===== src/rtl/vpid_pkg.sv =====
`default_nettype none

package vpid_pkg;

	// Target clamp and fallback threshold, speed with 8 fractional bits
	localparam logic signed [12:0] TGT_LIM   = 13'sd3840;
	localparam logic signed [12:0] ONE_SPEED = 13'sd256;

	// Term limits with 16 fractional bits
	localparam logic signed [23:0] INTEG_LIM = 24'sd2621440;
	localparam logic signed [23:0] DERIV_LIM = 24'sd4587520;
	localparam logic signed [24:0] SUM_LIM   = 25'sd9830400;

	// Largest drive in hundredths
	localparam logic signed [14:0] DRIVE_LIM = 15'sd15000;

	typedef enum logic [2:0] {
		REG_PROP_GAIN  = 3'd0,
		REG_INTEG_GAIN = 3'd1,
		REG_DERIV_GAIN = 3'd2,
		REG_FB_FWD     = 3'd3,
		REG_FB_BWD     = 3'd4
	} reg_idx_t;

	typedef enum logic [1:0] {
		FB_ZERO,
		FB_FWD,
		FB_BWD
	} fb_sel_t;

	typedef struct packed {
		logic [15:0] prop;
		logic [15:0] integ;
		logic [15:0] deriv;
		logic [15:0] fb_fwd;
		logic [15:0] fb_bwd;
	} gains_t;

	// Products handed from the front stage to the accumulator
	typedef struct packed {
		logic               lost;
		fb_sel_t            fb_sel;
		logic [15:0]        fb_gain;
		logic               d_en;
		logic signed [32:0] p_prod;
		logic signed [32:0] i_prod;
		logic signed [33:0] d_prod;
	} term_t;

endpackage

`default_nettype wire


===== src/rtl/velocity_pid_with_lost_target_fallback_core.sv =====
// Velocity PID with lost-target fallback drive.
// Input stream (s_*): one request per control tick. s_tdata carries target_speed
// and measured_speed, s_tuser carries target_lost. Output stream (m_*): one
// drive_out result per request, in hundredths, saturated to +-15000.
// Configuration: cfg_wr_en/cfg_index/cfg_data write the five gains (indexes
// 0..4); other indexes are ignored. Write only while no request is in flight.
// Path: an accepted request passes through the input register, product stage,
// sum stage and output register before its result shows on m_tvalid.
// Throughput: one request per cycle while m_tready does not stall the output; the
// integrator update in the sum stage is the feedback loop that sets this.
// Stall: when m_tready is low the output register holds; stages behind it
// keep filling empty slots, and s_tready drops only when every stage is full.
// Reset: arst_n clears all valid bits, the gains, the integrator and the
// stored previous error, so the first tick after reset has no D term.
`default_nettype none

module velocity_pid_with_lost_target_fallback_core import vpid_pkg::*; (
	input  logic        clk,
	input  logic        arst_n,
	input  logic        s_tvalid,
	output logic        s_tready,
	input  logic [31:0] s_tdata,   // [15:0] target_speed, [31:16] measured_speed
	input  logic        s_tuser,   // [0] target_lost
	output logic        m_tvalid,
	input  logic        m_tready,
	output logic [15:0] m_tdata,   // [14:0] drive_out, [15] zero
	input  logic        cfg_wr_en,
	input  logic [2:0]  cfg_index,
	input  logic [15:0] cfg_data
);

	gains_t gains_q;

	logic               en1;
	logic               en2;
	logic               en3;
	logic               en_out;
	logic               valid_s1;
	logic               valid_s2;
	logic               valid_s3;
	term_t              term_s2;
	logic signed [24:0] sum_s3;
	logic signed [14:0] drive_q;

	// Gain registers
	always_ff @(posedge clk or negedge arst_n) begin
		if (!arst_n) begin
			gains_q <= '0;
		end else if (cfg_wr_en) begin
			case (reg_idx_t'(cfg_index))
				REG_PROP_GAIN:  gains_q.prop   <= cfg_data;
				REG_INTEG_GAIN: gains_q.integ  <= cfg_data;
				REG_DERIV_GAIN: gains_q.deriv  <= cfg_data;
				REG_FB_FWD:     gains_q.fb_fwd <= cfg_data;
				REG_FB_BWD:     gains_q.fb_bwd <= cfg_data;
				default:        gains_q        <= gains_q;
			endcase
		end
	end

	// Advance a stage when it is empty or the stage ahead advances
	assign en_out   = !m_tvalid || m_tready;
	assign en3      = !valid_s3 || en_out;
	assign en2      = !valid_s2 || en3;
	assign en1      = !valid_s1 || en2;
	assign s_tready = en1;

	vpid_front u_front (
		.clk            (clk),
		.arst_n         (arst_n),
		.en1            (en1),
		.en2            (en2),
		.in_valid       (s_tvalid),
		.target_speed   (s_tdata[15:0]),
		.measured_speed (s_tdata[31:16]),
		.target_lost    (s_tuser),
		.gains          (gains_q),
		.valid_s1       (valid_s1),
		.valid_s2       (valid_s2),
		.term_s2        (term_s2)
	);

	vpid_accum u_accum (
		.clk      (clk),
		.arst_n   (arst_n),
		.en3      (en3),
		.valid_s2 (valid_s2),
		.term_s2  (term_s2),
		.valid_s3 (valid_s3),
		.sum_s3   (sum_s3)
	);

	vpid_scale u_scale (
		.clk         (clk),
		.arst_n      (arst_n),
		.en_out      (en_out),
		.valid_s3    (valid_s3),
		.sum_s3      (sum_s3),
		.out_valid_q (m_tvalid),
		.drive_q     (drive_q)
	);

	assign m_tdata = {1'b0, drive_q};

	a_no_accept_when_full: assert property (@(posedge clk) disable iff (!arst_n)
		(valid_s1 && valid_s2 && valid_s3 && m_tvalid && !m_tready) |-> !s_tready)
		else $error("request taken with every stage full");

	a_bubble_fill: assert property (@(posedge clk) disable iff (!arst_n)
		(!valid_s1) |-> s_tready)
		else $error("input refused with empty input stage");

endmodule

`default_nettype wire


===== src/rtl/vpid_front.sv =====
`default_nettype none

module vpid_front import vpid_pkg::*; (
	input  logic        clk,
	input  logic        arst_n,
	input  logic        en1,
	input  logic        en2,
	input  logic        in_valid,
	input  logic [15:0] target_speed,
	input  logic [15:0] measured_speed,
	input  logic        target_lost,
	input  gains_t      gains,
	output logic        valid_s1,
	output logic        valid_s2,
	output term_t       term_s2
);

	logic signed [15:0] tgt_s1;
	logic signed [15:0] meas_s1;
	logic               lost_s1;

	logic signed [16:0] prev_err_q;
	logic               prev_valid_q;

	logic signed [12:0] tgt_c;
	logic signed [16:0] err;
	logic signed [17:0] diff;
	logic signed [16:0] pg;
	logic signed [16:0] ig;
	logic signed [16:0] dg;
	term_t              term_d;

	always_ff @(posedge clk or negedge arst_n) begin
		if (!arst_n) begin
			valid_s1 <= 1'b0;
		end else if (en1) begin
			valid_s1 <= in_valid;
		end
	end

	always_ff @(posedge clk) begin
		if (en1 && in_valid) begin
			tgt_s1  <= $signed(target_speed);
			meas_s1 <= $signed(measured_speed);
			lost_s1 <= target_lost;
		end
	end

	always_comb begin
		if (tgt_s1 > TGT_LIM) begin
			tgt_c = TGT_LIM;
		end else if (tgt_s1 < -TGT_LIM) begin
			tgt_c = -TGT_LIM;
		end else begin
			tgt_c = tgt_s1[12:0];
		end
		err  = {{4{tgt_c[12]}}, tgt_c} - {meas_s1[15], meas_s1};
		diff = {err[16], err} - {prev_err_q[16], prev_err_q};
		pg   = $signed({1'b0, gains.prop});
		ig   = $signed({1'b0, gains.integ});
		dg   = $signed({1'b0, gains.deriv});

		term_d.lost   = lost_s1;
		term_d.d_en   = prev_valid_q;
		term_d.p_prod = err * pg;
		term_d.i_prod = err * ig;
		term_d.d_prod = diff * dg;
		if (tgt_c > ONE_SPEED) begin
			term_d.fb_sel  = FB_FWD;
			term_d.fb_gain = gains.fb_fwd;
		end else if (tgt_c < -ONE_SPEED) begin
			term_d.fb_sel  = FB_BWD;
			term_d.fb_gain = gains.fb_bwd;
		end else begin
			term_d.fb_sel  = FB_ZERO;
			term_d.fb_gain = 16'd0;
		end
	end

	// Previous error follows the item as it leaves this stage
	always_ff @(posedge clk or negedge arst_n) begin
		if (!arst_n) begin
			prev_err_q   <= '0;
			prev_valid_q <= 1'b0;
		end else if (valid_s1 && en2) begin
			if (lost_s1) begin
				prev_err_q   <= '0;
				prev_valid_q <= 1'b0;
			end else begin
				prev_err_q   <= err;
				prev_valid_q <= 1'b1;
			end
		end
	end

	always_ff @(posedge clk or negedge arst_n) begin
		if (!arst_n) begin
			valid_s2 <= 1'b0;
		end else if (en2) begin
			valid_s2 <= valid_s1;
		end
	end

	always_ff @(posedge clk) begin
		if (en2 && valid_s1) begin
			term_s2 <= term_d;
		end
	end

	a_lost_clears_prev: assert property (@(posedge clk) disable iff (!arst_n)
		(valid_s1 && en2 && lost_s1) |=> (!prev_valid_q && prev_err_q == 17'sd0))
		else $error("lost target did not clear previous error");

	a_normal_sets_prev: assert property (@(posedge clk) disable iff (!arst_n)
		(valid_s1 && en2 && !lost_s1) |=> (prev_valid_q && term_d.d_en))
		else $error("previous error not marked valid after normal tick");

endmodule

`default_nettype wire


===== src/rtl/vpid_accum.sv =====
`default_nettype none

module vpid_accum import vpid_pkg::*; (
	input  logic               clk,
	input  logic               arst_n,
	input  logic               en3,
	input  logic               valid_s2,
	input  term_t              term_s2,
	output logic               valid_s3,
	output logic signed [24:0] sum_s3
);

	logic signed [23:0] integ_q;

	logic signed [33:0] integ_sum;
	logic signed [23:0] integ_nx;
	logic signed [34:0] d_neg;
	logic signed [23:0] d_c;
	logic [28:0]        fb_val;
	logic signed [34:0] sum_raw;
	logic signed [24:0] sum_c;

	always_comb begin
		integ_sum = {{10{integ_q[23]}}, integ_q} + {term_s2.i_prod[32], term_s2.i_prod};
		if (integ_sum > INTEG_LIM) begin
			integ_nx = INTEG_LIM;
		end else if (integ_sum < -INTEG_LIM) begin
			integ_nx = -INTEG_LIM;
		end else begin
			integ_nx = integ_sum[23:0];
		end

		d_neg = -{term_s2.d_prod[33], term_s2.d_prod};
		if (!term_s2.d_en) begin
			d_c = '0;
		end else if (d_neg > DERIV_LIM) begin
			d_c = DERIV_LIM;
		end else if (d_neg < -DERIV_LIM) begin
			d_c = -DERIV_LIM;
		end else begin
			d_c = d_neg[23:0];
		end

		// Fallback drive magnitude: gain * 20 * 256
		fb_val = {1'b0, term_s2.fb_gain, 12'd0} + {3'd0, term_s2.fb_gain, 10'd0};

		if (term_s2.lost) begin
			case (term_s2.fb_sel)
				FB_FWD:  sum_raw = -$signed({6'd0, fb_val});
				FB_BWD:  sum_raw = $signed({6'd0, fb_val});
				default: sum_raw = '0;
			endcase
		end else begin
			sum_raw = -{{2{term_s2.p_prod[32]}}, term_s2.p_prod}
				- {{11{integ_nx[23]}}, integ_nx}
				+ {{11{d_c[23]}}, d_c};
		end

		if (sum_raw > SUM_LIM) begin
			sum_c = SUM_LIM;
		end else if (sum_raw < -SUM_LIM) begin
			sum_c = -SUM_LIM;
		end else begin
			sum_c = sum_raw[24:0];
		end
	end

	always_ff @(posedge clk or negedge arst_n) begin
		if (!arst_n) begin
			integ_q <= '0;
		end else if (valid_s2 && en3 && !term_s2.lost) begin
			integ_q <= integ_nx;
		end
	end

	always_ff @(posedge clk or negedge arst_n) begin
		if (!arst_n) begin
			valid_s3 <= 1'b0;
		end else if (en3) begin
			valid_s3 <= valid_s2;
		end
	end

	always_ff @(posedge clk) begin
		if (en3 && valid_s2) begin
			sum_s3 <= sum_c;
		end
	end

	a_lost_holds_integ: assert property (@(posedge clk) disable iff (!arst_n)
		(valid_s2 && en3 && term_s2.lost) |=> $stable(integ_q))
		else $error("integrator moved on a lost-target tick");

	a_stall_holds_integ: assert property (@(posedge clk) disable iff (!arst_n)
		(!en3) |=> $stable(integ_q))
		else $error("integrator moved while stage was stalled");

endmodule

`default_nettype wire


===== src/rtl/vpid_scale.sv =====
`default_nettype none

module vpid_scale import vpid_pkg::*; (
	input  logic               clk,
	input  logic               arst_n,
	input  logic               en_out,
	input  logic               valid_s3,
	input  logic signed [24:0] sum_s3,
	output logic               out_valid_q,
	output logic signed [14:0] drive_q
);

	logic signed [31:0] sum_ext;
	logic signed [31:0] scaled;
	logic signed [31:0] adj;
	logic signed [14:0] drive_d;

	// Times 100 as 64 + 32 + 4, then truncate toward zero by 2^16.
	// The sum limit makes the result fall inside the drive limit already.
	always_comb begin
		sum_ext = {{7{sum_s3[24]}}, sum_s3};
		scaled  = (sum_ext <<< 6) + (sum_ext <<< 5) + (sum_ext <<< 2);
		adj     = scaled[31] ? (scaled + 32'sd65535) : scaled;
		drive_d = adj[30:16];
	end

	always_ff @(posedge clk or negedge arst_n) begin
		if (!arst_n) begin
			out_valid_q <= 1'b0;
		end else if (en_out) begin
			out_valid_q <= valid_s3;
		end
	end

	always_ff @(posedge clk) begin
		if (en_out && valid_s3) begin
			drive_q <= drive_d;
		end
	end

	a_drive_range: assert property (@(posedge clk) disable iff (!arst_n)
		(en_out && valid_s3) |=> (drive_q <= DRIVE_LIM && drive_q >= -DRIVE_LIM))
		else $error("drive out of range");

	a_drive_sign: assert property (@(posedge clk) disable iff (!arst_n)
		(en_out && valid_s3 && !sum_s3[24]) |=> !drive_q[14])
		else $error("drive sign disagrees with sum");

endmodule

`default_nettype wire

===== config.mk =====
export PLATFORM = sky130hd
export DESIGN_NAME = velocity_pid_with_lost_target_fallback_core
export DESIGN_NICKNAME = d
export VERILOG_FILES = /design/src/rtl/vpid_pkg.sv /design/src/rtl/velocity_pid_with_lost_target_fallback_core.sv /design/src/rtl/vpid_front.sv /design/src/rtl/vpid_accum.sv /design/src/rtl/vpid_scale.sv
export SDC_FILE = /design/constraint.sdc
export NUM_CORES = 2
export LEC_CHECK = 0
export BUFFER_PORTS_ARGS = -buffer_cell sky130_fd_sc_hd__buf_2
export CAP_MARGIN = 20
export CORE_ASPECT_RATIO = 0.5
export CORE_MARGIN = 8
export CORE_UTILIZATION = 55
export CTS_CLUSTER_DIAMETER = 60
export DETAILED_ROUTE_END_ITERATION = 8
export PLACE_DENSITY = 0.71
export SLEW_MARGIN = 20
export SYNTH_ARGS = -nofsm -noshare
export SYNTH_HDL_FRONTEND = slang
export SYNTH_HIERARCHICAL = 1
export SYNTH_SLANG_ARGS = --single-unit
export TNS_END_PERCENT = 50

===== constraint.sdc =====
create_clock -name clk -period 13.97 [get_ports clk]
set_input_delay 0.6985 -clock clk [delete_from_list [all_inputs] [get_ports clk]]
set_output_delay 0.6985 -clock clk [all_outputs]
set_load 0.1 [all_outputs]

==> run metrics <==
clock-pin slew on the worst setup and hold paths=0.07 ns; Setup Crit Path Kind=flop to flop; Seq cells post-synth=319; Skew-Pair Late Insertion Delay=0.58 ns; post_cts resized=0; CTS tree=yes; H-tree depth=2; clock skew=between 0.02 and 0.025 ns; CP Data Required Time=14.30 ns; hold_buf cts=0; min-delay worst type=input port to async pin; Tmin final=about 12 ns; routed len/inst=about 20 µm; buffer depth of the longest clock path=3; period utilization=84.1%; EDFF count, synth=between 150 and 200; syn nets=7182; cell taking the most area after synthesis=fa_1; Final Max Slew Viols=0; vias per inst=roughly 5.8; # setup viols final=0; Fin Setup TNS=0 ns; list of most frequent post-synthesis cells=1117 x inv_1, 890 x fa_1, 652 x nand2_1; Avg Cell Area, Syn=9.37 µm²; slowest cell delay on critical path=0.62 ns; clk sink count=approximately 320; share of cells above drive strength 1=6.57%; Total Die Area=roughly 110000 µm²; first-pass GRT wire length=239000 µm; port bufs=73; Die Wd=462 µm; Antenna Nets Post-Route=0; DRT iter0 DRCs=3401; MaxCap Viol Count=0; Worst Setup End Kind=flop; Num CTS Buffers=37; outcome=complete, no violations; # IOs=75; Starting Density=55.7%; post-synthesis sequential area ratio=16.4%; Area Overhead vs Synth=5.23%; Area contributors post-synth=fa_1 33%, edfxtp_1 11%, ha_1 9.2%, inv_1 7.7%, dfrtp_1 5.8%; Post-Route WL=between 100000 and 150000 µm; RSZ-0062 raised after global routing=false; crit path launch type=flop; core area=slightly below 100000 µm²; vias in the first global route=44000; top-count cell post-synth=inv_1; Async SR Flop Fraction=39.5%; synthesized instance count=about 5800; largest net degree at the start of global routing=77; gr ovfl total=0; Die Ht=239 µm; GP Congestion=0.989; slew margin rel.=22.4%; gr usage total=27.1%; CP most frequent cell=fa_1; share of the synthesized area in the top cell type=32.6%; drt pass-1 iters=6; Distinct cells, synth=122; CTS root buf=clkbuf_16; num rows=between 80 and 90; Post-CTS Setup Repair Bufs=0; Syn Std Cell Area=54700 µm²; CP Data Arrival Time=approximately 12 ns; via count=41500; CP max-delay cell=or3_1; CP Max Fanout=34; DRC viols=0; Yosys Warn Count=6; initial antenna violation count=11; ys flop type=edfxtp_1; Final Hold Fails=0; f_max=0.0852 GHz; final net count=roughly 7100; Least-Margin Pin Slew=roughly 1.2 ns; Final HPWL DP=about 120000 µm
## area by class of cell
type	instances	area, µm²
Tap cell	1328	1660
Multi-Input combinational cell	4182	40700
Timing Repair Buffer	125	762
Clock inverter	23	233
Antenna cell	5	12.5
Inverter	1119	4200
Sequential cell	319	8950
Fill cell	8573	40600
Clock buffer	43	948
## placed cells by master (no fill, tap or decap), drive strengths merged, types with 32 or more instances in the layout
| cell | netlist | routed |
|---|---|---|
| fa | 890 | 890 |
| ha | 403 | 403 |
| nor4 | 41 | 41 |
| edfxtp | 193 | 193 |
| nand3 | 58 | 58 |
| a211oi | 40 | 40 |
| o21ai | 167 | 167 |
| nand4 | 32 | 32 |
| o21a | 48 | 48 |
| nand2b | 34 | 34 |
| or3 | 33 | 33 |
| inv | 1117 | 1126 |
| nor3 | 74 | 74 |
| dfrtp | 126 | 126 |
| nand2 | 652 | 652 |
| xor2 | 73 | 73 |
| clkbuf | 167 | 43 |
| xnor2 | 170 | 170 |
| buf | 45 | 125 |
| a21oi | 194 | 194 |
| nor2b | 100 | 100 |
| a21o | 105 | 105 |
| nor2 | 200 | 200 |
| and3 | 52 | 52 |
| mux2 | 88 | 88 |
| and2 | 337 | 337 |
## worst max-delay path: cells and delay by family (launching register included)
family	cells	cell delay, ns
adders and majority gates	10	4.34
buffers and inverters	5	0.63
DFF	1	0.38
xor gates and xnor gates	2	0.27
and+or+nand+nor	8	1.94
AOI/OAI and AO/OA	17	3.90
## cells by family after synthesis
group,share of synthesized area (%)
AND/OR/NAND/NOR,15.8
multiplexers,2.00
buffers and inverters,9.37
AO/OA/AOI/OAI,10.7
XOR/XNOR,3.91
adder cells (fa/ha/maj),41.8
other,0.00686
flip-flops,16.4
## flip-flops by register name, indices dropped and copies added, names as in the netlist
name	count
u_front/meas_s1	16
u_front/prev_valid_q	1
u_accum/valid_s3	1
u_accum/sum_s3	25
u_scale/out_valid_q	1
u_front/valid_s1	1
u_front/valid_s2	1
u_front/prev_err_q	17
u_front/tgt_s1	16
gains_q	80
u_front/lost_s1	1
u_accum/integ_q	24
u_scale/drive_q	15
u_front/term_s2	120
## path summary, 6_finish.rpt
| path | startpoint | endpoint | slack, ns | cells after the start |
|---|---|---|---|---|
| min in group clk | s_tdata[24] | u_front/meas_s1[8] | 0.29 | 1 |
| worst min-delay path | arst_n | u_accum/integ_q[18] | 0.1 | 1 |
| max in group asynchronous | arst_n | gains_q[42] | 12.44 | 2 |
| worst max-delay path | u_front/tgt_s1[3] | u_front/term_s2[32] | 2.23 | 42 |
| worst min register to register | u_accum/integ_q[13] | u_accum/integ_q[13] | 0.49 | 2 |
| worst max register to register | u_front/tgt_s1[3] | u_front/term_s2[32] | 2.23 | 42 |
## routing by layer
metal | wire [µm] | GRT usage [%] | vias to the layer above
met3 | 11900 | 4.95 | 255
met2 | 66000 | 43.4 | 1546
met4 | 4360 | 7.38 | 2
met1 | 63600 | 37.9 | 21100
met5 | 70 | 0.483 | -
li1 | - | - | 18600
## stage by stage
stage / std cells / utilization, % / setup slack [ns] / hold slack [ns] / area [µm²]
3_5_place_dp: 7073 / 57.4 / 2.41 / 0.473 / 56300
6_report: 7144 / 58.6 / 2.23 / 0.0990 / 57500
3_3_place_gp: 7073 / 57.4 / 2.74 / 0.467 / 56300
5_1_grt: 7140 / 58.6 / 1.36 / 0.123 / 57500
4_1_cts: 7139 / 58.6 / 2.30 / 0.0999 / 57500
2_1_floorplan: 5832 / - / 3.59 / 0.403 / 54700
Power is not shown: default switching activity piles up to over one toggle a cycle in this logic, so the estimate is an artifact.
